<file path="src/rtl/cpetr_pkg.sv">
`default_nettype none
package cpetr_pkg;

  localparam int FRAME_DEPTH_DEF = 10;
  localparam int TIME_TABLE_BINS = 100;
  localparam int POS_W = 6;

  // register indexes
  localparam logic [2:0] REG_FIRST_SAMPLE    = 3'd0;
  localparam logic [2:0] REG_SAMPLE_COUNT    = 3'd1;
  localparam logic [2:0] REG_PRESAMPLE_COUNT = 3'd2;
  localparam logic [2:0] REG_ADC_SAT_LEVEL   = 3'd3;
  localparam logic [2:0] REG_SAT_RATIO       = 3'd4;
  localparam logic [2:0] REG_CHECK_SAT       = 3'd5;
  localparam logic [2:0] REG_RECOVER_SAT     = 3'd6;

  localparam logic [3:0]  RST_FIRST_SAMPLE    = 4'd4;
  localparam logic [3:0]  RST_SAMPLE_COUNT    = 4'd2;
  localparam logic [3:0]  RST_PRESAMPLE_COUNT = 4'd4;
  localparam logic [6:0]  RST_ADC_SAT_LEVEL   = 7'd127;
  localparam logic [15:0] RST_SAT_RATIO       = 16'd256;

  localparam logic signed [18:0] W_ORIGIN_Q16  = 19'sd32810;
  localparam logic signed [23:0] BIN_SCALE_Q16 = 24'sd6558184;
  localparam logic signed [13:0] INVALID_TIME  = 14'h2000;

  // time table in units of 1/400 ns
  localparam int TIME_TABLE [TIME_TABLE_BINS] = '{
    0, 15, 29, 43, 58, 72, 86, 100, 114, 128,
    142, 156, 170, 184, 198, 212, 226, 240, 254, 268,
    283, 297, 312, 326, 341, 356, 371, 386, 401, 417,
    433, 449, 465, 482, 498, 516, 533, 552, 570, 590,
    610, 631, 653, 676, 701, 728, 757, 790, 829, 880,
    7652, 8435, 8631, 8756, 8849, 8924, 8988, 9044, 9093, 9138,
    9179, 9217, 9253, 9286, 9317, 9347, 9375, 9402, 9428, 9453,
    9477, 9500, 9522, 9544, 9565, 9586, 9606, 9626, 9645, 9664,
    9682, 9700, 9718, 9735, 9752, 9769, 9786, 9802, 9818, 9834,
    9850, 9866, 9881, 9896, 9911, 9926, 9941, 9956, 9971, 9985
  };

  typedef struct packed {
    logic load_in;
    logic mul;
    logic acc;
    logic rd0;
    logic rd1;
    logic rd2;
    logic prep;
    logic div_start;
    logic t1;
    logic t2;
    logic t3;
    logic t4;
    logic t5;
    logic out_load;
  } cmd_t;

  typedef struct packed {
    logic last;
    logic div_busy;
  } status_t;

endpackage
`default_nettype wire

</file>
<file path="src/rtl/cpetr_ctrl.sv">
`default_nettype none
module cpetr_ctrl (
  input  logic               clk,
  input  logic               rst,
  input  logic               s_tvalid,
  output logic               s_tready,
  output logic               m_tvalid,
  input  logic               m_tready,
  output cpetr_pkg::cmd_t    cmd,
  input  cpetr_pkg::status_t sts
);
  import cpetr_pkg::*;

  localparam logic [3:0] S_IDLE  = 4'd0;
  localparam logic [3:0] S_MUL   = 4'd1;
  localparam logic [3:0] S_ACC   = 4'd2;
  localparam logic [3:0] S_RD0   = 4'd3;
  localparam logic [3:0] S_RD1   = 4'd4;
  localparam logic [3:0] S_RD2   = 4'd5;
  localparam logic [3:0] S_PREP  = 4'd6;
  localparam logic [3:0] S_START = 4'd7;
  localparam logic [3:0] S_DIVW  = 4'd8;
  localparam logic [3:0] S_T1    = 4'd9;
  localparam logic [3:0] S_T2    = 4'd10;
  localparam logic [3:0] S_T3    = 4'd11;
  localparam logic [3:0] S_T4    = 4'd12;
  localparam logic [3:0] S_T5    = 4'd13;
  localparam logic [3:0] S_OUT   = 4'd14;

  logic [3:0] state;
  logic [3:0] state_next;

  assign s_tready = (state == S_IDLE);

  always_comb begin
    cmd           = '0;
    cmd.load_in   = s_tvalid && s_tready;
    cmd.mul       = (state == S_MUL);
    cmd.acc       = (state == S_ACC);
    cmd.rd0       = (state == S_RD0);
    cmd.rd1       = (state == S_RD1);
    cmd.rd2       = (state == S_RD2);
    cmd.prep      = (state == S_PREP);
    cmd.div_start = (state == S_START);
    cmd.t1        = (state == S_T1);
    cmd.t2        = (state == S_T2);
    cmd.t3        = (state == S_T3);
    cmd.t4        = (state == S_T4);
    cmd.t5        = (state == S_T5);
    cmd.out_load  = (state == S_OUT) && (!m_tvalid || m_tready);
  end

  always_comb begin
    state_next = state;
    case (state)
      S_IDLE:  if (s_tvalid) state_next = S_MUL;
      S_MUL:   state_next = S_ACC;
      S_ACC:   state_next = sts.last ? S_RD0 : S_IDLE;
      S_RD0:   state_next = S_RD1;
      S_RD1:   state_next = S_RD2;
      S_RD2:   state_next = S_PREP;
      S_PREP:  state_next = S_START;
      S_START: state_next = S_DIVW;
      S_DIVW:  if (!sts.div_busy) state_next = S_T1;
      S_T1:    state_next = S_T2;
      S_T2:    state_next = S_T3;
      S_T3:    state_next = S_T4;
      S_T4:    state_next = S_T5;
      S_T5:    state_next = S_OUT;
      S_OUT:   if (cmd.out_load) state_next = S_IDLE;
      default: state_next = S_IDLE;
    endcase
  end

  always_ff @(posedge clk) begin
    if (rst) begin
      state    <= S_IDLE;
      m_tvalid <= 1'b0;
    end else begin
      state <= state_next;
      if (cmd.out_load) m_tvalid <= 1'b1;
      else if (m_tready) m_tvalid <= 1'b0;
    end
  end
endmodule
`default_nettype wire

</file>
<file path="config.mk">
export PLATFORM = sky130hd
export DESIGN_NAME = cpetr_ctrl
export DESIGN_NICKNAME = d
export VERILOG_FILES = /design/src/rtl/cpetr_pkg.sv /design/src/rtl/cpetr_ctrl.sv
export SDC_FILE = /design/constraint.sdc
export NUM_CORES = 1
export LEC_CHECK = 0
export ABC_AREA = 1
export BUFFER_PORTS_ARGS = -buffer_cell sky130_fd_sc_hd__buf_2
export CAP_MARGIN = 25
export CORE_AREA = 10 10 47 49
export CTS_CLUSTER_SIZE = 24
export DETAILED_ROUTE_END_ITERATION = 6
export DIE_AREA = 0 0 57 59
export GPL_TIMING_DRIVEN = 0
export PLACE_DENSITY = 0.68
export SYNTH_ARGS = -nofsm -noshare
export SYNTH_HDL_FRONTEND = slang
export SYNTH_SLANG_ARGS = --single-unit
</file>
<file path="constraint.sdc">
create_clock -name clk -period 1.12 [get_ports clk]
set_input_delay 0.056 -clock clk [delete_from_list [all_inputs] [get_ports clk]]
set_output_delay 0.056 -clock clk [all_outputs]
set_load 0.03 [all_outputs]
</file>
==> results.toml <==
[worst_setup_path]
required_ps = 1060
slowest_stage = "dfxtp_4"
worstPathArrival_ps = 1140
worstPathCellList = "inv_4 -> nand2_4 -> nor2_4 -> inv_2 -> nor2_4 -> buf_6"
endpoint_kind = "output port"
start_kind = "flop"
crit_fanout = 5
max_stage_delay_ps = 370
path_buf_inv = 3
path_common_cell = "nor2_4"
criticalPathCategory = "reg -> out"
cp_top_family = "flip-flops"

[timing]
hold_viol_final = 0
setup_viol = 9
worst_pin_slew_ps = 260
hold_slack_ps = 32.7
rsz0062_at_grt = "true"
max_freq_ghz = 0.835
clock_skew_ps = 4.58
maxSlewHeadroom_pct = 82.6
drv_slew = 0
setup_slack_ps = -78.3
min_period_ps = 1200
fin_crit_sh_pct = 107

[global_route]
grt_overflow = 0
grt_pass1_wl_mm = 2.34
grt_usage_pct = 8.41
grt_pass1_vias = 545
grt_max_degree = 7
antenna_found_initial = 0

[yosys]
synth_top_area_share_pct = 23.1
syn_inst = 75
ys_seq_area_share_pct = 23.1
yosysTopAreaCell = "dfxtp_1"
avgSynthCellArea_sq_um = 5.79
yosys_warnings = 0
synth_fp_nets = 81
ys_types = 13
synth.area.top_cells = "dfxtp_1, nor2_1, inv_1"
synth_area_sq_um = 434
synth_seq_cells = 5

[drt]
met1Wirelength_microns = 548
wl_met3_microns = 92
drc = 0
routed_wl_mm = 1.53
wl_per_cell_microns = 12.2
first_pass_iters = 6
via_count = 575
final_antenna_net_count = 0
drt_iter0_drc = 4
met2_length_microns = 883
top_layer_used = "met4"
vias_per_cell = 4.60

[floorplanning]
die_y_microns = 59
die_w_microns = 57
coreArea_sq_mm = 0.00140
row_count = 14
start_util_pct = 31.0
dieArea_sq_mm = 0.00336
io_pins = 22

[finish]
num-nets-final = 116
drive_gt1_share_pct = 69.7
areaGrowthSynthToFinish_pct = 93.4
layoutNonFillerInstCount = 125
diodes = 0

[placed_design]
dp_slack_ps = -131
placed_cells = 112
hpwl_mm = 1.02
io_buffers = 21
place_congestion = 0.791

[clock_network]
clkSinkCount = 5
clock_path_buffers = 2
htree_num_levels = 1
clk_pin_slew_ps = 50
cts_tree = "done"
root_buffer = "clkbuf_4"
worstSkewPairLatency_ps = 240
cts-buffers-inserted = 3

[pwr]
p_leak_nw = 0.461
powerDensity_mw_per_mm2 = 938
peakVddDrop_mv = 0.572

[job]
drv_cap = 0

[status]
violations = "negative setup slack"
status = "finished with violations"

[min_path]
hold_path_class = "in -> reg"
worst paths after layout:
check | slack [ps] | depth (start not counted) | end | start
min reg2reg | 610 | 4 | m_tvalid | m_tvalid
max reg2reg | -10 | 8 | state[3] | state[1]
max | -80 | 6 | cmd[13] | state[1]
min | 30 | 2 | state[0] | rst
report_power, final:
group / switching (W) / internal [W]
Clock: 0.0000696 / 0.000134
Sequential: 0.0000264 / 0.000191
Combinational: 0.000220 / 0.000146
flip-flops by register name, indices dropped and copies added (netlist names):
register / count
state: 4
m_tvalid: 1
layout make-up:
class,count,area (sq um)
clock buffers,4,26.3
inverters,17,76.3
well taps,16,20.0
repair buffers,30,245
fillers,128,562
multi-input cells,53,355
flip-flops and latches,5,116
placed cells by master, fill, tap and decap left out, types with 2 or more instances in the layout:
master	count
buf_4	13
nor2_1	10
buf_6	10
inv_1	8
nand2_1	8
nor2_2	8
buf_2	7
nand2_4	6
nand2_2	6
inv_2	5
nand3_1	5
nor2_4	4
dfxtp_4	4
inv_4	3
clkbuf_4	3
nor3_2	2
a21oi_2	2
metrics by stage:
| stage | total power [W] | TNS, ps | util (%) | area (sq um) |
|---|---|---|---|---|
| 6_report | 0.000788 | -208 | 59.9 | 840 |
| 3_5_place_dp | 0.000470 | -380 | 41.3 | 578 |
| 2_1_floorplan | 0.000407 | -5.89 | - | 453 |
| 5_1_grt | 0.000833 | -965 | 59.9 | 840 |
| 4_1_cts | 0.000731 | -283 | 51.3 | 719 |
| 3_3_place_gp | 0.000468 | -261 | 41.3 | 578 |
cells in the mapped netlist, drive strengths merged:
library cell,instances
dfxtp,5
a21oi,2
nand3,6
nand2,20
nor3,2
o211ai,1
nor2,22
inv,17
cells by family (layout without fill, tap and decap cells):
logic type / after synthesis / after routing / share of synthesized area, %
AO/OA/AOI/OAI: 3 / 3 / 4.04
buffers and inverters: 17 / 51 / 14.7
flip-flops: 5 / 5 / 23.1
AND/OR/NAND/NOR: 50 / 50 / 58.2
layer usage:
metal,global-route usage (%),up-vias
li1,-,294
met1,7.20,267
met2,16.6,12
met3,4.51,2
met4,2.01,0
met5,0,-
what timing repair did:
action                     in CTS  in global routing
pin swaps                       3                  8
setup endpoints to repair      19                 18
hold buffers                    0                  0
resized for setup              29                 35
setup buffers                   6                  3
Power figures use the tool's default switching activity.
